--- config.mk ---
export PLATFORM = sky130hd
export DESIGN_NAME = priority_inheritance_table
export DESIGN_NICKNAME = d
export VERILOG_FILES = /design/src/hdl/pit_pkg.sv /design/src/hdl/pit_table.sv /design/src/hdl/priority_inheritance_table.sv
export SDC_FILE = /design/constraint.sdc
export NUM_CORES = 1
export LEC_CHECK = 0
export BUFFER_PORTS_ARGS = -buffer_cell sky130_fd_sc_hd__buf_2
export CAP_MARGIN = 20
export CELL_PAD_IN_SITES_DETAIL_PLACEMENT = 1
export CELL_PAD_IN_SITES_GLOBAL_PLACEMENT = 2
export CORE_MARGIN = 8
export CORE_UTILIZATION = 48
export DETAILED_ROUTE_END_ITERATION = 16
export PLACE_DENSITY = 0.88
export SLEW_MARGIN = 30
export SYNTH_ARGS = -nofsm -noshare
export SYNTH_HDL_FRONTEND = slang
export SYNTH_SLANG_ARGS = --single-unit
--- constraint.sdc ---
create_clock -name i_clk -period 12.34 [get_ports i_clk]
set_input_delay 0 -clock i_clk [delete_from_list [all_inputs] [get_ports i_clk]]
set_output_delay 0 -clock i_clk [all_outputs]
set_load 0.01 [all_outputs]
--- src/hdl/pit_pkg.sv ---
package pit_pkg;

    // Default table size and fixed field widths.
    localparam int NUM_TASKS_DEF = 16;
    localparam int IDX_W         = 4;
    localparam int PRIO_W        = 8;
    localparam int S_TDATA_W     = 24;
    localparam int M_TDATA_W     = 16;

    // Operation codes.
    localparam logic [1:0] OP_CREATE  = 2'd0;
    localparam logic [1:0] OP_BLOCK   = 2'd1;
    localparam logic [1:0] OP_UNBLOCK = 2'd2;
    localparam logic [1:0] OP_READ    = 2'd3;

    // Sequencer states.
    typedef enum logic [4:0] {
        S_IDLE,
        S_CREATE,
        S_BK_LINK,
        S_BK_P,
        S_BK_RD,
        S_BK_EV,
        S_UB_RDW,
        S_UB_CHKW,
        S_UB_CHKO,
        S_UW_RD,
        S_UW_T,
        S_UW_SCAN,
        S_UW_DEC,
        S_UB_COMMIT,
        S_UB_ABORT,
        S_FIN_RD,
        S_FIN_OUT
    } t_state;

    // Write commands from the sequencer to the task table.
    typedef struct packed {
        logic create;    // base and effective priority set, link cleared
        logic eff_wr;    // effective priority written
        logic eff_tent;  // write goes to the tentative copy
        logic link_set;  // link set to the given target
        logic commit;    // tentative copy becomes current, link cleared
        logic abort;     // tentative copy dropped
    } t_tbl_cmd;

endpackage

--- src/hdl/pit_table.sv ---
module pit_table
    import pit_pkg::*;
#(
    parameter int NUM_TASKS = NUM_TASKS_DEF,
    parameter int TW        = $clog2(NUM_TASKS)
) (
    input  logic              i_clk,
    input  logic              i_rst_n,
    input  t_tbl_cmd          i_cmd,
    input  logic [TW-1:0]     i_waddr,
    input  logic [PRIO_W-1:0] i_wprio,
    input  logic [TW-1:0]     i_wtgt,
    input  logic [TW-1:0]     i_raddr,
    input  logic [TW-1:0]     i_chk_addr,
    output logic              o_chk_lv,
    output logic [TW-1:0]     o_rd_idx,
    output logic [PRIO_W-1:0] o_rd_base,
    output logic [PRIO_W-1:0] o_rd_eff,
    output logic [TW-1:0]     o_rd_tgt,
    output logic              o_rd_lv
);

    // Priority and link memories; effective priority is kept in two banks.
    logic [PRIO_W-1:0] base_mem [NUM_TASKS];
    logic [PRIO_W-1:0] eff0_mem [NUM_TASKS];
    logic [PRIO_W-1:0] eff1_mem [NUM_TASKS];
    logic [TW-1:0]     tgt_mem  [NUM_TASKS];

    // Per-entry flags: written bits, link bits, current bank and tentative marks.
    logic [NUM_TASKS-1:0] r_bv, r_ev0, r_ev1, r_lv, r_bank, r_dirty;
    logic [NUM_TASKS-1:0] n_bv, n_ev0, n_ev1, n_lv, n_bank, n_dirty;

    logic [TW-1:0]     r_ridx;
    logic [PRIO_W-1:0] r_rd_base, r_rd_eff0, r_rd_eff1;
    logic [TW-1:0]     r_rd_tgt;

    logic wr_eff;
    logic wr_sel;

    // Bank chosen for an effective priority write.
    assign wr_eff = i_cmd.create | i_cmd.eff_wr;
    assign wr_sel = r_bank[i_waddr] ^ (i_cmd.eff_wr & i_cmd.eff_tent);

    // Memory writes.
    always_ff @(posedge i_clk) begin
        if (i_cmd.create) begin
            base_mem[i_waddr] <= i_wprio;
        end
        if (wr_eff) begin
            if (wr_sel) begin
                eff1_mem[i_waddr] <= i_wprio;
            end else begin
                eff0_mem[i_waddr] <= i_wprio;
            end
        end
        if (i_cmd.link_set) begin
            tgt_mem[i_waddr] <= i_wtgt;
        end
    end

    // Registered reads at one address for all memories.
    always_ff @(posedge i_clk) begin
        r_ridx    <= i_raddr;
        r_rd_base <= base_mem[i_raddr];
        r_rd_eff0 <= eff0_mem[i_raddr];
        r_rd_eff1 <= eff1_mem[i_raddr];
        r_rd_tgt  <= tgt_mem[i_raddr];
    end

    // Next values of the per-entry flags.
    always_comb begin
        n_bv    = r_bv;
        n_ev0   = r_ev0;
        n_ev1   = r_ev1;
        n_lv    = r_lv;
        n_bank  = r_bank;
        n_dirty = r_dirty;
        if (i_cmd.create) begin
            n_bv[i_waddr] = 1'b1;
            n_lv[i_waddr] = 1'b0;
        end
        if (wr_eff) begin
            if (wr_sel) begin
                n_ev1[i_waddr] = 1'b1;
            end else begin
                n_ev0[i_waddr] = 1'b1;
            end
        end
        if (i_cmd.eff_wr && i_cmd.eff_tent) begin
            n_dirty[i_waddr] = 1'b1;
        end
        if (i_cmd.link_set) begin
            n_lv[i_waddr] = 1'b1;
        end
        if (i_cmd.commit) begin
            n_lv[i_waddr] = 1'b0;
            n_bank        = r_bank ^ r_dirty;
            n_dirty       = '0;
        end
        if (i_cmd.abort) begin
            n_dirty = '0;
        end
    end

    always_ff @(posedge i_clk) begin
        if (!i_rst_n) begin
            r_bv    <= '0;
            r_ev0   <= '0;
            r_ev1   <= '0;
            r_lv    <= '0;
            r_bank  <= '0;
            r_dirty <= '0;
        end else begin
            r_bv    <= n_bv;
            r_ev0   <= n_ev0;
            r_ev1   <= n_ev1;
            r_lv    <= n_lv;
            r_bank  <= n_bank;
            r_dirty <= n_dirty;
        end
    end

    // Read view: unwritten entries read as zero, tentative copy where marked.
    always_comb begin
        o_rd_idx  = r_ridx;
        o_rd_base = r_bv[r_ridx] ? r_rd_base : '0;
        if (r_bank[r_ridx] ^ r_dirty[r_ridx]) begin
            o_rd_eff = r_ev1[r_ridx] ? r_rd_eff1 : '0;
        end else begin
            o_rd_eff = r_ev0[r_ridx] ? r_rd_eff0 : '0;
        end
        o_rd_tgt  = r_rd_tgt;
        o_rd_lv   = r_lv[r_ridx];
        o_chk_lv  = r_lv[i_chk_addr];
    end

endmodule

--- src/hdl/priority_inheritance_table.sv ---
// Flow from input transfer to result in the output register: read and create go straight
// to the result; a block visits up to NUM_TASKS chain entries, an unblock walks up to
// NUM_TASKS chain steps, as each step scans the table through the one read port.
// A block may be rejected before its walk, and an unblock refused before its walk.
// One item at a time: the next is taken once the result is stored.
// Reset is synchronous and active low; all tasks read as priority zero with no links at once.
module priority_inheritance_table
    import pit_pkg::*;
#(
    parameter int NUM_TASKS = NUM_TASKS_DEF
) (
    input  logic                 i_clk,
    input  logic                 i_rst_n,
    input  logic                 i_s_axis_tvalid,
    output logic                 o_s_axis_tready,
    // opcode[1:0], owner_index[5:2], waiter_index[9:6], new_priority[17:10], zero pad
    input  logic [S_TDATA_W-1:0] i_s_axis_tdata,
    output logic                 o_m_axis_tvalid,
    input  logic                 i_m_axis_tready,
    // status[0], priority_out[8:1], zero pad
    output logic [M_TDATA_W-1:0] o_m_axis_tdata
);

    localparam int TW = $clog2(NUM_TASKS);

    t_state r_state, n_state;

    logic [1:0]        r_op, n_op;
    logic [TW-1:0]     r_own, n_own;
    logic [TW-1:0]     r_wt, n_wt;
    logic [PRIO_W-1:0] r_np, n_np;
    logic              r_own_ok, n_own_ok;
    logic              r_err, n_err;
    logic [TW-1:0]     r_t, n_t;
    logic [PRIO_W-1:0] r_p, n_p;
    logic [PRIO_W-1:0] r_eft, n_eft;
    logic [TW-1:0]     r_nxt, n_nxt;
    logic              r_nxt_lv, n_nxt_lv;
    logic [TW-1:0]     r_step, n_step;
    logic              r_out_valid, n_out_valid;
    logic              r_out_status, n_out_status;
    logic [PRIO_W-1:0] r_out_prio, n_out_prio;

    t_tbl_cmd          cmd;
    logic [TW-1:0]     waddr, wtgt, raddr, chk_addr;
    logic [PRIO_W-1:0] wprio;
    logic              chk_lv;
    logic [TW-1:0]     rd_idx, rd_tgt;
    logic [PRIO_W-1:0] rd_base, rd_eff;
    logic              rd_lv;

    logic [1:0]        in_op;
    logic [8:0]        own_ext, wt_ext;
    logic              own_ok, wt_ok, in_bad;
    logic              s_xfer, out_free;
    logic [PRIO_W-1:0] cmp_a, cmp_b;
    logic              cmp_gt, cmp_eq;
    logic              scan_hit, scan_last, step_last;

    // Input field decode and range checks.
    assign in_op    = i_s_axis_tdata[1:0];
    assign own_ext  = 9'(i_s_axis_tdata[5:2]);
    assign wt_ext   = 9'(i_s_axis_tdata[9:6]);
    assign own_ok   = own_ext < 9'(NUM_TASKS);
    assign wt_ok    = wt_ext < 9'(NUM_TASKS);
    assign in_bad   = !own_ok || (((in_op == OP_BLOCK) || (in_op == OP_UNBLOCK)) && !wt_ok);
    assign s_xfer   = i_s_axis_tvalid && o_s_axis_tready;
    assign out_free = !r_out_valid || i_m_axis_tready;

    pit_table #(
        .NUM_TASKS (NUM_TASKS),
        .TW        (TW)
    ) u_table (
        .i_clk      (i_clk),
        .i_rst_n    (i_rst_n),
        .i_cmd      (cmd),
        .i_waddr    (waddr),
        .i_wprio    (wprio),
        .i_wtgt     (wtgt),
        .i_raddr    (raddr),
        .i_chk_addr (chk_addr),
        .o_chk_lv   (chk_lv),
        .o_rd_idx   (rd_idx),
        .o_rd_base  (rd_base),
        .o_rd_eff   (rd_eff),
        .o_rd_tgt   (rd_tgt),
        .o_rd_lv    (rd_lv)
    );

    // Shared priority comparator, operands chosen by the sequencer state.
    always_comb begin
        case (r_state)
            S_BK_EV: begin
                cmp_a = r_p;
                cmp_b = rd_eff;
            end
            S_UB_CHKO: begin
                cmp_a = r_p;
                cmp_b = rd_eff;
            end
            S_UW_SCAN: begin
                cmp_a = rd_eff;
                cmp_b = r_p;
            end
            default: begin
                cmp_a = r_p;
                cmp_b = r_eft;
            end
        endcase
    end

    assign cmp_gt    = cmp_a > cmp_b;
    assign cmp_eq    = cmp_a == cmp_b;
    assign scan_hit  = cmp_gt && rd_lv && (rd_tgt == r_t) && (rd_idx != r_wt);
    assign scan_last = rd_idx == TW'(NUM_TASKS - 1);
    assign step_last = r_step == TW'(NUM_TASKS - 1);

    // Next state.
    always_comb begin
        n_state = r_state;
        case (r_state)
            S_IDLE: begin
                if (s_xfer) begin
                    if (in_bad) begin
                        n_state = S_FIN_RD;
                    end else begin
                        case (in_op)
                            OP_CREATE:  n_state = S_CREATE;
                            OP_BLOCK:   n_state = S_BK_LINK;
                            OP_UNBLOCK: n_state = S_UB_RDW;
                            default:    n_state = S_FIN_RD;
                        endcase
                    end
                end
            end
            S_CREATE:  n_state = S_FIN_RD;
            S_BK_LINK: n_state = chk_lv ? S_FIN_RD : S_BK_P;
            S_BK_P:    n_state = S_BK_RD;
            S_BK_RD:   n_state = S_BK_EV;
            S_BK_EV: begin
                if (!cmp_gt || !rd_lv || step_last) begin
                    n_state = S_FIN_RD;
                end else begin
                    n_state = S_BK_RD;
                end
            end
            S_UB_RDW:  n_state = S_UB_CHKW;
            S_UB_CHKW: n_state = (!rd_lv || (rd_tgt != r_own)) ? S_FIN_RD : S_UB_CHKO;
            S_UB_CHKO: n_state = cmp_gt ? S_FIN_RD : S_UW_RD;
            S_UW_RD:   n_state = S_UW_T;
            S_UW_T:    n_state = S_UW_SCAN;
            S_UW_SCAN: n_state = scan_last ? S_UW_DEC : S_UW_SCAN;
            S_UW_DEC: begin
                if (cmp_gt) begin
                    n_state = S_UB_ABORT;
                end else if (cmp_eq || !r_nxt_lv || step_last) begin
                    n_state = S_UB_COMMIT;
                end else begin
                    n_state = S_UW_RD;
                end
            end
            S_UB_COMMIT: n_state = S_FIN_RD;
            S_UB_ABORT:  n_state = S_FIN_RD;
            S_FIN_RD:    n_state = S_FIN_OUT;
            S_FIN_OUT:   n_state = out_free ? S_IDLE : S_FIN_OUT;
            default:     n_state = S_IDLE;
        endcase
    end

    // Outputs, table commands and datapath updates.
    always_comb begin
        o_s_axis_tready = 1'b0;
        cmd          = '0;
        waddr        = r_own;
        wprio        = r_np;
        wtgt         = r_own;
        raddr        = r_own;
        chk_addr     = r_wt;
        n_op         = r_op;
        n_own        = r_own;
        n_wt         = r_wt;
        n_np         = r_np;
        n_own_ok     = r_own_ok;
        n_err        = r_err;
        n_t          = r_t;
        n_p          = r_p;
        n_eft        = r_eft;
        n_nxt        = r_nxt;
        n_nxt_lv     = r_nxt_lv;
        n_step       = r_step;
        n_out_valid  = r_out_valid && !i_m_axis_tready;
        n_out_status = r_out_status;
        n_out_prio   = r_out_prio;
        case (r_state)
            S_IDLE: begin
                o_s_axis_tready = 1'b1;
                if (s_xfer) begin
                    n_op     = in_op;
                    n_own    = own_ext[TW-1:0];
                    n_wt     = wt_ext[TW-1:0];
                    n_np     = i_s_axis_tdata[17:10];
                    n_own_ok = own_ok;
                    n_err    = in_bad;
                end
            end
            S_CREATE: begin
                cmd.create = 1'b1;
            end
            S_BK_LINK: begin
                if (chk_lv) begin
                    n_err = 1'b1;
                end else begin
                    cmd.link_set = 1'b1;
                    waddr        = r_wt;
                    raddr        = r_wt;
                    n_t          = r_own;
                    n_step       = '0;
                end
            end
            S_BK_P: begin
                n_p = rd_eff;
            end
            S_BK_RD: begin
                raddr = r_t;
            end
            S_BK_EV: begin
                // Raise the owner and follow its link.
                if (cmp_gt) begin
                    cmd.eff_wr = 1'b1;
                    waddr      = r_t;
                    wprio      = r_p;
                    n_t        = rd_tgt;
                    n_step     = r_step + 1'b1;
                end
            end
            S_UB_RDW: begin
                raddr = r_wt;
            end
            S_UB_CHKW: begin
                if (!rd_lv || (rd_tgt != r_own)) begin
                    n_err = 1'b1;
                end else begin
                    n_p = rd_eff;
                end
            end
            S_UB_CHKO: begin
                if (cmp_gt) begin
                    n_err = 1'b1;
                end else begin
                    n_t    = r_own;
                    n_step = '0;
                end
            end
            S_UW_RD: begin
                raddr = r_t;
            end
            S_UW_T: begin
                n_p      = rd_base;
                n_eft    = rd_eff;
                n_nxt    = rd_tgt;
                n_nxt_lv = rd_lv;
                raddr    = '0;
            end
            S_UW_SCAN: begin
                // Take the highest priority among tasks still waiting on this one.
                if (scan_hit) begin
                    n_p = rd_eff;
                end
                raddr = rd_idx + 1'b1;
            end
            S_UW_DEC: begin
                if (cmp_gt) begin
                    n_err = 1'b1;
                end else if (!cmp_eq) begin
                    cmd.eff_wr   = 1'b1;
                    cmd.eff_tent = 1'b1;
                    waddr        = r_t;
                    wprio        = r_p;
                    n_t          = r_nxt;
                    n_step       = r_step + 1'b1;
                end
            end
            S_UB_COMMIT: begin
                cmd.commit = 1'b1;
                waddr      = r_wt;
            end
            S_UB_ABORT: begin
                cmd.abort = 1'b1;
            end
            S_FIN_RD: begin
                raddr = r_own;
            end
            S_FIN_OUT: begin
                if (out_free) begin
                    n_out_valid  = 1'b1;
                    n_out_status = r_err;
                    n_out_prio   = r_own_ok ? rd_eff : '0;
                end
            end
            default: begin
                n_err = r_err;
            end
        endcase
    end

    // Control registers.
    always_ff @(posedge i_clk) begin
        if (!i_rst_n) begin
            r_state     <= S_IDLE;
            r_out_valid <= 1'b0;
            r_err       <= 1'b0;
            r_step      <= '0;
        end else begin
            r_state     <= n_state;
            r_out_valid <= n_out_valid;
            r_err       <= n_err;
            r_step      <= n_step;
        end
    end

    // Payload registers.
    always_ff @(posedge i_clk) begin
        r_op         <= n_op;
        r_own        <= n_own;
        r_wt         <= n_wt;
        r_np         <= n_np;
        r_own_ok     <= n_own_ok;
        r_t          <= n_t;
        r_p          <= n_p;
        r_eft        <= n_eft;
        r_nxt        <= n_nxt;
        r_nxt_lv     <= n_nxt_lv;
        r_out_status <= n_out_status;
        r_out_prio   <= n_out_prio;
    end

    assign o_m_axis_tvalid = r_out_valid;
    assign o_m_axis_tdata  = M_TDATA_W'({r_out_prio, r_out_status});

    // A transfer in starts an operation that holds off the next input.
    a_busy_after_xfer: assert property (@(posedge i_clk) disable iff (!i_rst_n)
        s_xfer |=> !o_s_axis_tready)
        else $error("input taken while an operation is in progress");

    // A new result appears only from the final state.
    a_result_from_fin: assert property (@(posedge i_clk) disable iff (!i_rst_n)
        $rose(o_m_axis_tvalid) |-> $past(r_state) == S_FIN_OUT)
        else $error("result loaded outside the final state");

    // Chain walks never pass the step cap.
    a_step_cap: assert property (@(posedge i_clk) disable iff (!i_rst_n)
        ((r_state == S_BK_EV) || (r_state == S_UW_DEC)) |-> r_step <= TW'(NUM_TASKS - 1))
        else $error("chain walk beyond the step cap");

    // A successful unblock is never committed with the error flag set.
    a_commit_clean: assert property (@(posedge i_clk) disable iff (!i_rst_n)
        (r_state == S_UB_COMMIT) |-> (!r_err && (r_op == OP_UNBLOCK)))
        else $error("commit of a rejected or foreign operation");

endmodule

Word-level counts from Yosys, hierarchy flattened --
Memory sizes are Yosys's and may differ from the RTL's. A register that Yosys moved wholly into a read port is not among the register bits. Cells that the tools add are included.
Storage, ports and cells: memories 4, output and inout bits 18, memory bits (writable) 448, register bits after elaboration 162, word-level logic and storage cells 217, bits of input ports 28
Memories:
- u_table.base_mem | depth 16, bits a word 8, read ports 1, clocked after Yosys merged registers in 1, wr ports 1, RTL line pit_table.sv:24 | logic [PRIO_W-1:0] base_mem [NUM_TASKS];
- u_table.eff0_mem | depth 16, bits a word 8, read ports 1, clocked after Yosys merged registers in 1, wr ports 1, RTL line pit_table.sv:25 | logic [PRIO_W-1:0] eff0_mem [NUM_TASKS];
- u_table.eff1_mem | depth 16, bits a word 8, read ports 1, clocked after Yosys merged registers in 1, wr ports 1, RTL line pit_table.sv:26 | logic [PRIO_W-1:0] eff1_mem [NUM_TASKS];
- u_table.tgt_mem | depth 16, bits a word 4, read ports 1, clocked after Yosys merged registers in 1, wr ports 1, RTL line pit_table.sv:27 | logic [TW-1:0] tgt_mem [NUM_TASKS];
Cells by class: order comparisons 7, multiplexer cells 91, add/subtract/negate cells 2, eq/ne operators 35, bitwise gates (word level) 15, reduce and logical (&&, ||, !) cells 41
Operators by type and width (number):
- two-way mux 8 bit | 10
- bitwise OR 16 bit | 5
- case mux 5 bit (15 select lines) | 1
- two-way mux 4 bit | 16
- two-way mux 16 bit | 3
- case mux 4 bit (4 select lines) | 3
- equality test 5 x 4 -> 1 bit (second input constant) | 8
- two-way mux 1 bit | 33
- bitwise AND 16 bit | 2
- binary-select mux 1 bit (select 4 bit) | 8
- case mux 8 bit (2 select lines) | 2
- case mux 8 bit (4 select lines) | 1
- less-than comparator 4 x 5 -> 1 bit (second input constant) | 5
- equality test 5 x 3 -> 1 bit (second input constant) | 4
- inequality test 2 bit (second input constant) | 10
- case mux 4 bit (5 select lines) | 1
- inverter 16 bit | 1
- bitwise XOR 16 bit | 1
- two-way mux 3 bit | 5
- case mux 4 bit (3 select lines) | 1
- nonzero test 4 bit | 3
- equality test 5 x 2 -> 1 bit (second input constant) | 2
- two-way mux 5 bit | 2
- AND reduction 5 bit | 2
- 30 further kinds | 62

Logic depth before layout (Yosys ltp) --
Gate-level depths: netlist (run 1).
depth in word-level cells 20, mapped depth 25, mapped depth without buffers 20

By module --
From an unflattened synthesis (run 1), not the netlist that was laid out.
Unflattened totals: cells, all modules 1598, area, all modules 26405.3 µm²
By module, submodules not included:
- pit_table | area each 22491.6 µm², seq. area each 16015.4 µm², instances 1, cells an instance 1201
- priority_inheritance_table | area each 3913.8 µm², seq. area each 1721.7 µm², instances 1, cells an instance 397

Least setup slack after synthesis (run 1) --
OpenSTA, ideal clock, no wires.
path type reg-to-reg, from register u_table.r_ridx[0] (netlist: u_table.o_rd_idx[0]), to memory u_table.eff0_mem[10][0], enable pin, cell stages (with the launch flop) 26, period minus slack after synthesis 7.430 ns, data required time 11.957 ns, path buffers 6, library setup time 0.383 ns, path slack 4.910 ns, arrival time 7.047 ns, cells stage by stage dfxtp_1 buf_2 buf_1 clkbuf_1 mux4_2 mux4_2 nor2b_1 clkbuf_1 a22oi_1 nor2_1 a221oi_1 ha_1 nor2b_1 o211ai_1 a21oi_1 or2_2 o211a_1 a221o_1 buf_2 mux2i_1 mux2i_1 a22o_1 a221oi_4 xnor2_1 buf_2 nor3_1
On the way: word-level cells in the longest chain between the ends 15, elaborated cells between the ends (all ways) 33, those cells by class order compare (1); eq/ne (1); mux (27); bitwise (4)
Ends and longest elaborated chain:
- start, declared | RTL line pit_table.sv:33 | logic [TW-1:0] r_ridx;
- start signal, assigned | RTL line pit_table.sv:63 | r_ridx <= i_raddr;
- binary-select mux 1 bit (select 4 bit), on equally long branches | RTL line pit_table.sv:130, pit_table.sv:127, pit_table.sv:128
- two-way mux 1 bit, on equally long branches | RTL line pit_table.sv:130, pit_table.sv:127, pit_table.sv:128
- two-way mux 8 bit (tied with other cells) | RTL line pit_table.sv:130 | o_rd_eff = r_ev0[r_ridx] ? r_rd_eff0 : '0;
- two-way mux 8 bit (*) | RTL line pit_table.sv:127 | if (r_bank[r_ridx] ^ r_dirty[r_ridx]) begin
- branches (longest 11 deep; another with greater-than comparator 8 bit)
- end, declared | RTL line pit_table.sv:25
Every way passes the cells marked *. The select of a mux whose other input is x is not followed.

Worst setup path in the final report (run 1) --
from register u_table.r_ridx[0] (netlist: u_table.o_rd_idx[0]), to memory u_table.eff1_mem[3][5], enable pin
On the way: word-level cells in the longest chain between the ends 15, elaborated cells between the ends (all ways) 33, those cells by class order compare (1); eq/ne (1); mux (27); bitwise (4)
Ends and longest elaborated chain (RTL line):
- binary-select mux 1 bit (select 4 bit), on equally long branches | pit_table.sv:130, pit_table.sv:127, pit_table.sv:128
- two-way mux 1 bit, on equally long branches | pit_table.sv:130, pit_table.sv:127, pit_table.sv:128
- two-way mux 8 bit (tied with other cells) | pit_table.sv:130
- two-way mux 8 bit (*) | pit_table.sv:127
- branches (longest 11 deep; another with greater-than comparator 8 bit)
- end, declared | pit_table.sv:26
Marks and branches as above.

==> results.txt, run 1 <==
min-delay src -> i_s_axis_tdata[1]
WHS -> 0.04003 ns
R2R Path End -> u_table.eff1_mem[3][5]
post-layout util -> 54.45%
DRT antenna net count -> 0
start point of the critical path -> u_table.o_rd_idx[0]
worst r2r src -> u_table.o_rd_idx[0]
dpl hpwl -> 44,450 um
critical path's top delay family -> compound AO/OA/AOI/OAI gates
number of diodes -> 0
Required @ worst endpoint -> 12.56 ns
share of layout cells above drive strength 1 -> 12.27%
vias in the first global route -> 18,430
WP buf/inv -> 2
Hold Crit Class -> in -> reg
WL/cell -> 25.15 um
crit end category -> flip-flop
H-tree depth -> 3
die height -> 251.3 um
Tmin final -> 8.640 ns
CP max stage cell -> a222oi_1
CP Depth -> 21
CP peak stage delay -> 0.82 ns
CTS tree -> yes
GR Overflow Total -> 0
Vias/cell -> 6.110
Core Rows -> 86
post-synth top area share -> 56.27%
RSZ-0062 raised after global routing -> no
Design Power -> 7.982 mW
routed via count -> 17,490
synth warn -> 0
Post-synth EDFFs -> 498
Async SR Flop Fraction -> 0%
initial drt markers -> 1,393
die width -> 251.3 um
peak supply drop -> 0.0002828 V
Worst Setup Start Kind -> flip-flop
drt first pass iters -> 5
Total Routed Length -> 72,000 um
Pleak -> 9.789 nW
final hold vios -> 0
clk slew on worst S/H paths -> 0.06 ns
Worst EP arrival -> 8.86 ns
largest net degree at the start of global routing -> 130
initial antenna violation count -> 0
non-filler cells, final -> 2,863
Clock Skew -> 0.02586 ns
Tcrit/Tclk final -> 70.01%
Synth Area per Inst -> 12.54 sq um
count leader, synth -> edfxtp_1
Synth area leader -> edfxtp_1
relative slew slack -> 34.63%
input/output buffers -> 32
Clock Sinks -> 637
worst slack at placement -> 3.530 ns
Core ar. -> 54,880 sq um
placed instance area -> 27,380 sq um
Net count, final -> 2,149
synth cell count leaders -> 498 x edfxtp_1, 357 x nand2_1, 141 x a211oi_1
status -> finished, final reports clean
Syn Inst Count -> 2,119
setup ws final -> 3.700 ns
Syn-to-layout area delta -> 12.43%
# DRC -> 0
Max FO, Critical Path -> 16
synthesized area -> 26,580 sq um
clock latency on the worst-skew pair -> 0.60 ns
Final Max Slew Viols -> 0
CTS Buf Count -> 68
postcts setup bufs -> 0
die area -> 63,150 sq um
maxcap violations -> 0
first-pass GRT wire length -> 110,600 um
I/O Pins -> 46
Yosys cell types -> 58
Synth Register Bits -> 637
sequential fraction of the synthesis area -> 66.74%
Placer Congestion -> 0.8299
Worst Setup Path Type -> reg -> reg
Root Driver -> clkbuf_16
CP endpoint -> u_table.eff1_mem[3][5]
Peak Freq -> 0.1157 GHz
Initial Utilization -> 48.43%
Worst Reg2Reg Path Length in Cells -> 21
Reg2Reg Setup Slack -> 3.70 ns
crit path cell chain -> buf_4 > mux4_2 > mux4_2 > xnor2_1 > nor2b_1 > a22oi_1 > nor2_1 > a221oi_1 > ha_1 > nor2b_1 > o211ai_1 > a21oi_1 > or2_2 > o211a_1 > a222oi_1 > nor2_1 > a22o_1 > a221oi_4 > xor2_1 > buf_4 > nor3_2
setup violators final -> 0
setup TNS -> 0 ns
PwrDens -> 267.1 nW/um^2
placed insts -> 2,723
dominant cells by area after synthesis -> edfxtp_1 56%, dfxtp_1 10%, nand2_1 5.0%, a211oi_1 4.0%, and2_1 3.2%
GRT Total Usage -> 22.57%
Max Root-Sink Buffers -> 3
top_reg_cell synth -> edfxtp_1
Final Cell Area -> 29,880 sq um
Slew @ Worst Pin -> 0.9806 ns
## logic make-up (layout without fill, tap and decap cells)
| logic type | Yosys count | after routing | synth area share (%) |
|---|---|---|---|
| adders and majority gates | 13 | 13 | 0.6121 |
| and+or+nand+nor | 679 | 679 | 11.61 |
| DFF | 637 | 637 | 66.74 |
| AOI/OAI and AO/OA | 520 | 520 | 13.60 |
| other | 1 | 7 | 0.01411 |
| buffers and inverters | 184 | 218 | 2.773 |
| muxes | 49 | 49 | 3.470 |
| xor gates and xnor gates | 36 | 36 | 1.186 |
## state kept, by name, indices dropped and copies added (netlist names), 16 cells and up, named ones only
signal,flops
u_table.r_ev0,16
u_table.r_bv,16
u_table.eff1_mem,128
u_table.r_ev1,16
u_table.tgt_mem,64
u_table.base_mem,128
u_table.r_dirty,16
u_table.r_bank,16
u_table.eff0_mem,128
## power breakdown
group / internal (mW) / switching (mW)
Clock: 1.20 / 0.820
Sequential: 2.69 / 0.170
Combinational: 0.857 / 2.25
Total: 4.75 / 3.23
## repair_timing
action / in CTS / in global routing
hold buffers: 18 / 0
hold endpoints to repair: 22 / 0
gates resized for setup: 0 / 0
setup endpoints to repair: 0 / 0
## worst min path at each step
| stage | to | slack [ns] | cells after the start |
|---|---|---|---|
| after floorplan | chk_addr[0] | 0.1 | 0 |
| after detailed placement | r_np[3] | 0.18 | 1 |
| final | r_state[0] | 0.04 | 6 |
| after global routing | r_state[0] | 0.08 | 6 |
| after CTS | r_state[0] | 0.006 | 6 |
| after global placement | r_own[3] | 0.18 | 1 |
## routing by layer
layer	part of all wire (%)	GRT usage, %	vias to the layer above
li1	-	-	7918
met1	43	30.05	8944
met2	49	37.87	491
met3	5.4	3.408	139
met4	3.0	7.316	0
met5	0	0	-
## area by class of cell
cell class              count  area [sq um]
multi-input cells        1304          8416
fillers                  5417         25000
well taps                 704         880.8
flip-flops and latches    637         17740
repair buffers             77         566.8
inverters                  20         82.58
clock inverters            22         211.5
clock buffers              99          1984
## cells in the final DEF, fill, tap and decap left out, types with 12 or more instances in the layout
cell and instances:
a311oi_1 56, dfxtp_1 138, mux4_2 34, ha_1 13
buf_4 25, clkbuf_16 73, clkbuf_1 20, dlygate4sd3_1 18
xnor2_1 28, buf_2 32, nand2_1 349, and2_1 135
edfxtp_1 498, inv_1 18, a31oi_1 76, a21oi_1 97
o21a_1 28, o221a_2 12, nor3_2 33, nor2_1 82
a211oi_1 141, o21ai_0 53, nand3_1 15
## worst reg2reg max path, delay by kind of cell, from the launching register on
kind / cells / cell delay (ns)
xor gates and xnor gates: 2 / 0.40
and+or+nand+nor: 6 / 2.43
DFF: 1 / 0.63
adders and majority gates: 1 / 0.36
buffers and inverters: 2 / 0.68
muxes: 2 / 1.06
AOI/OAI and AO/OA: 8 / 2.73
Note: power is estimated with default switching activity, not from simulation.
==> run 2: changes to the inputs <==
- CORE_UTILIZATION: 48 -> 40
- PLACE_DENSITY: 0.88 -> 0.78
- clock period: 12.34 -> 7 ns (I/O delays scaled with it)
==> run 2 against run 1 <==
Net effect:
- cell count increased by 9.2%
- clock-buffer cell count is 5 higher
- hold slack got worse by 0.00091 ns
- critical path depth grew 2
- register-to-register slack got worse by 3.3 ns
- non-clock buffer count is 91 higher
- flip-flop and latch count did not move
- total power is 83% higher
- die area up 19%
- critical path type unchanged
==> results.txt, run 2 (synthesized netlist as in run 1, its figures left out) <==
RSZ-0062 raised after global routing -> no
GRT Total Usage -> 20.02%
Initial Utilization -> 40.42%
H-tree depth -> 3
# DRC -> 0
Pleak -> 10.37 nW
Hold Crit Class -> in -> reg
peak supply drop -> 0.0004707 V
Net Sw Power -> 5.883 mW
fill count -> 6,686
routed via count -> 17,790
Final Max Slew Viols -> 0
Clock Power Share -> 25.4%
CTS tree -> yes
setup TNS -> 0 ns
Worst Setup Path Type -> reg -> reg
Worst Reg2Reg Path Length in Cells -> 23
initial antenna violation count -> 0
switch share -> 40.38%
worst slack at placement -> 0.07688 ns
share of layout cells above drive strength 1 -> 16.06%
GR Overflow Total -> 0
Required @ worst endpoint -> 7.31 ns
Slew @ Worst Pin -> 1.001 ns
die width -> 273.8 um
PwrDens -> 470.5 nW/um^2
Comb power frac -> 40.4%
Flop pwr share -> 34.2%
Syn-to-layout area delta -> 16.50%
Tmin final -> 6.567 ns
Vias/cell -> 5.693
initial drt markers -> 1,476
drt first pass iters -> 6
dpl hpwl -> 48,310 um
commonest cells after routing, fill and taps aside -> 498 x edfxtp_1, 349 x nand2_1, 141 x a211oi_1
Regs by FF count -> u_table.base_mem x128, u_table.eff0_mem x128, u_table.eff1_mem x128
Tcrit/Tclk final -> 93.81%
final hold vios -> 0
crit end category -> flip-flop
Hold Path Stages -> 6
worst r2r src -> u_table.o_rd_idx[0]
input/output buffers -> 32
Worst EP arrival -> 6.88 ns
relative slew slack -> 32.36%
Core ar. -> 65,750 sq um
clock latency on the worst-skew pair -> 0.63 ns
first-pass GRT wire length -> 115,000 um
largest net degree at the start of global routing -> 181
Root Driver -> clkbuf_16
Seq. cell area -> 17,740 sq um
CTS Buf Count -> 71
combined area of the multi-input logic cells -> 8371 sq um
clk slew on worst S/H paths -> 0.06 ns
maxcap violations -> 0
setup ws final -> 0.4330 ns
WL/cell -> 24.28 um
Net count, final -> 2,243
Max FO, Critical Path -> 16
I/O Pins -> 46
die area -> 74,940 sq um
Total Routed Length -> 75,880 um
Pint -> 8.685 mW
Peak Freq -> 0.1523 GHz
Clock Skew -> 0.04244 ns
commonest non-fill, non-tap cell in the layout -> edfxtp_1
Placer Congestion -> 0.8371
min-delay src -> i_s_axis_tdata[1]
status -> finished, final reports clean
setup violators final -> 0
vias in the first global route -> 18,700
start point of the critical path -> u_table.o_rd_idx[0]
Clock Sinks -> 637
die height -> 273.8 um
Worst Setup Start Kind -> flip-flop
Max Root-Sink Buffers -> 3
DRT antenna net count -> 0
Core Rows -> 94
-- run 2: cell count changes in the layout (fill, tap and decap cells not counted), moves of 8 or more --
cell | previous run | this run
buf_12 | 0 | 8
buf_4 | 25 | 107
nand2_2 | 0 | 8
nand2_4 | 8 | 0
-- run 2: critical path: stages, from the launching register on --
cell      delay (ns)
dfxtp_4         0.45
buf_6           0.24
mux4_2          0.54
mux4_2          0.47
and2_2          0.30
a22oi_2         0.28
nor2_1          0.06
a221oi_1        0.33
ha_1            0.33
a21oi_1         0.13
o21ai_0         0.20
or2_2           0.39
o211a_1         0.30
a221o_1         0.41
buf_12          0.17
mux2_2          0.27
nor2_1          0.09
a21oi_1         0.08
a221oi_4        0.35
buf_12          0.16
xnor2_2         0.07
buf_12          0.18
nor3_1          0.20
buf_4           0.23
-- run 2: area by class of cell --
| type | count | share of cell area, % |
|---|---|---|
| diodes | 1 | 0.008082 |
| repair buffers | 168 | 4.369 |
| clock inverters | 27 | 0.9699 |
| clock buffers | 104 | 6.567 |
| inverters | 20 | 0.2586 |
| flip-flops and latches | 637 | 57.30 |
| multi-input cells | 1304 | 27.04 |
| well taps | 864 | 3.492 |
-- run 2: metal layers --
| layer | global-route usage, % | part of all wire [%] | vias to the layer above | routed length (um) |
|---|---|---|---|---|
| li1 | - | - | 8120 | - |
| met1 | 26.59 | 43 | 9065 | 32820 |
| met2 | 33.71 | 49 | 472 | 37030 |
| met3 | 2.891 | 5.1 | 133 | 3885 |
| met4 | 6.189 | 2.8 | 0 | 2146 |
| met5 | 0 | 0 | - | 0 |
-- run 2: final timing paths --
check                                               to  slack (ns)
worst max-delay path            u_table.eff0_mem[2][6]        0.43
worst min-delay path                        r_state[0]        0.04
worst max register to register  u_table.eff0_mem[2][6]        0.43
worst min register to register            r_out_status        0.43
-- run 2: timing repair --
item,in CTS,in global routing
resized for setup,2,6
buffers inserted,0,0
endpoints found under the setup margin,3,311
hold endpoints to repair,22,25
hold buffers,18,1
-- run 2: power groups by stage --
stage               sequential (mW)  combinational, mW  clock, mW
finish                         4.98               5.89       3.70
global placement               5.04               5.74          0
global route                   5.01               6.40       3.91
floorplan                      4.91               3.69          0
CTS                            4.98               5.92       3.77
detailed placement             5.06               5.89          0
-- run 2: per-stage QoR --
| stage | hold WS (ns) | area [sq um] | power [mW] | util, % | std cells |
|---|---|---|---|---|---|
| global placement | 0.1769 | 28370 | 10.79 | 43.15 | 2973 |
| global route | 0.04806 | 30960 | 15.32 | 47.09 | 3124 |
| finish | 0.03912 | 30960 | 14.57 | 47.09 | 3125 |
| floorplan | 0.09887 | 26730 | 8.601 | - | 2125 |
| CTS | 0.01984 | 30890 | 14.67 | 46.98 | 3122 |
| detailed placement | 0.1785 | 28370 | 10.94 | 43.15 | 2973 |
==> run 3: changes to the inputs <==
- ABC_AREA: default -> 1
- CORE_UTILIZATION: 40 -> 43
- PLACE_DENSITY: 0.78 -> 0.83
- clock period: 7 -> 6.5 ns (I/O delays scaled with it)
==> run 3 against run 2 <==
Net effect:
- first-iteration DRC count is 4.1% higher
- largest power group unchanged
- clock power up 5%
- largest cell class unchanged
- clock skew shrank 0.015 ns
- sequential share of layout area is 2.0 points lower
- sequential power is 5.8% higher
- hold slack better by 0.018 ns
- maximum frequency rose by 8.3%
- clock-buffer cell count decreased by 12
- cell area rose by 3.6%
- combinational power up 13%
- total power up 8.6%
==> results.txt, run 3 <==
Tcrit/Tclk final -> 93.27%
synthesized area -> 26,980 sq um
RSZ-0062 raised after global routing -> no
Async SR Flop Fraction -> 0%
Max FO, Critical Path -> 13
Core ar. -> 62,500 sq um
PwrDens -> 493.3 nW/um^2
WP buf/inv -> 12
initial antenna violation count -> 0
GRT Total Usage -> 22.55%
count leader, synth -> edfxtp_1
setup ws final -> 0.4376 ns
synth cell count leaders -> 498 x edfxtp_1, 272 x o21ai_0, 268 x nor2_1
Max Root-Sink Buffers -> 3
Clock Skew -> 0.02694 ns
Tmin final -> 6.062 ns
Worst Setup Start Kind -> flip-flop
clk slew on worst S/H paths -> 0.06 ns
dominant cells by area after synthesis -> edfxtp_1 55%, dfxtp_1 10%, o21ai_0 5.0%, nor2_1 3.7%, nand2_1 3.1%
commonest cells after routing, fill and taps aside -> 498 x edfxtp_1, 271 x o21ai_0, 265 x nor2_1
Placer Congestion -> 0.8574
share of layout cells above drive strength 1 -> 16.85%
Root Driver -> clkbuf_16
die area -> 71,020 sq um
critical path's top delay family -> buffers and inverters
WL/cell -> 22.92 um
CTS tree -> yes
Synth Area per Inst -> 10.97 sq um
synth warn -> 0
postcts setup bufs -> 0
Final Max Slew Viols -> 0
final hold vios -> 0
Clock Sinks -> 637
relative slew slack -> 39.24%
Reg2Reg Setup Slack -> 0.44 ns
GR Overflow Total -> 0
Regs by FF count -> u_table.base_mem x128, u_table.eff0_mem x128, u_table.eff1_mem x128
die width -> 266.5 um
fill count -> 6,653
crit end category -> flip-flop
Worst Setup Path Type -> reg -> reg
worst slack at placement -> 0.6396 ns
drt first pass iters -> 5
status -> finished, final reports clean
Syn Inst Count -> 2,459
Synth Register Bits -> 637
Yosys cell types -> 55
Total Routed Length -> 81,030 um
die height -> 266.5 um
Worst EP arrival -> 6.36 ns
CP max stage cell -> inv_1
I/O Pins -> 46
setup violators final -> 0
peak supply drop -> 0.0004529 V
H-tree depth -> 3
top_reg_cell synth -> edfxtp_1
dpl hpwl -> 51,960 um
Final Cell Area -> 32,080 sq um
post-synth top area share -> 55.42%
Slew @ Worst Pin -> 0.9115 ns
largest net degree at the start of global routing -> 226
placed instance area -> 29,630 sq um
initial drt markers -> 1,537
number of diodes -> 0
Pleak -> 11.46 nW
input/output buffers -> 32
Required @ worst endpoint -> 6.80 ns
Net count, final -> 2,678
vias in the first global route -> 20,870
Design Power -> 15.83 mW
commonest non-fill, non-tap cell in the layout -> edfxtp_1
Initial Utilization -> 43.17%
sequential fraction of the synthesis area -> 65.74%
maxcap violations -> 0
first-pass GRT wire length -> 124,800 um
setup TNS -> 0 ns
# DRC -> 0
Syn-to-layout area delta -> 18.91%
Post-synth EDFFs -> 498
CTS Buf Count -> 68
Core Rows -> 92
DRT antenna net count -> 0
Hold Crit Class -> in -> reg
routed via count -> 19,870
Peak Freq -> 0.1650 GHz
CP peak stage delay -> 0.55 ns
Vias/cell -> 5.622
clock latency on the worst-skew pair -> 0.60 ns
Synth area leader -> edfxtp_1
cell mode on critical path -> buf_4
==> run 3: routing by layer <==
layer	up-vias	GRT usage, %	wire length, um
met2	503	37.58	39110
met3	123	3.095	3999
met4	0	7.469	2196
met5	-	0	0
met1	10080	30.30	35720
li1	9171	-	-
==> run 3: cell families after synthesis <==
| logic type | count (synthesis) | share of synthesized area, % |
|---|---|---|
| and+or+nand+nor | 793 | 13.30 |
| AOI/OAI and AO/OA | 642 | 14.61 |
| DFF | 637 | 65.74 |
| buffers and inverters | 364 | 5.435 |
| adders and majority gates | 13 | 0.6028 |
| xor gates and xnor gates | 8 | 0.2597 |
| other | 1 | 0.01390 |
| muxes | 1 | 0.03710 |
==> run 3: worst paths after layout <==
kind                            cells past startpoint                      to                start
worst min register to register                      2        u_table.r_ev0[4]     u_table.r_ev0[4]
worst max register to register                     32  u_table.base_mem[0][1]  u_table.o_rd_idx[2]
worst min-delay path                                4              r_state[3]    i_s_axis_tdata[1]
worst max-delay path                               32  u_table.base_mem[0][1]  u_table.o_rd_idx[2]
==> run 3: worst min-delay path: stages <==
cell and delay, ns:
buf_2 0.10, ha_1 0.17, a21oi_1 0.08, a41oi_1 0.25
==> run 3: layout make-up <==
| type | count | area (sq um) | share of cell area, % |
|---|---|---|---|
| flip-flops and latches | 637 | 17740 | 55.28 |
| multi-input cells | 1464 | 7848 | 24.46 |
| repair buffers | 252 | 2415 | 7.526 |
| clock buffers | 92 | 1914 | 5.967 |
| well taps | 846 | 1059 | 3.299 |
| inverters | 214 | 808.3 | 2.519 |
| clock inverters | 30 | 304.0 | 0.9476 |
==> run 3: timing repair <==
item,in CTS,in global routing
endpoints found under the hold margin,37,0
gates resized for setup,0,0
hold buffers,20,0
endpoints found under the setup margin,0,0
==> run 3: power breakdown <==
part | switching (mW) | internal, mW
Combinational | 4.59 | 2.10
Sequential | 0.229 | 5.04
Clock | 1.63 | 2.24
Total | 6.45 | 9.38
==> run 3: metrics by stage <==
step / hold WS (ns) / cells / utilization [%]
finish: 0.05716 / 3535 / 51.33
global route: 0.1003 / 3535 / 51.33
CTS: 0.03413 / 3534 / 51.28
detailed placement: 0.1788 / 3392 / 47.41
global placement: 0.1765 / 3391 / 47.36
floorplan: 0.09887 / 2465 / -
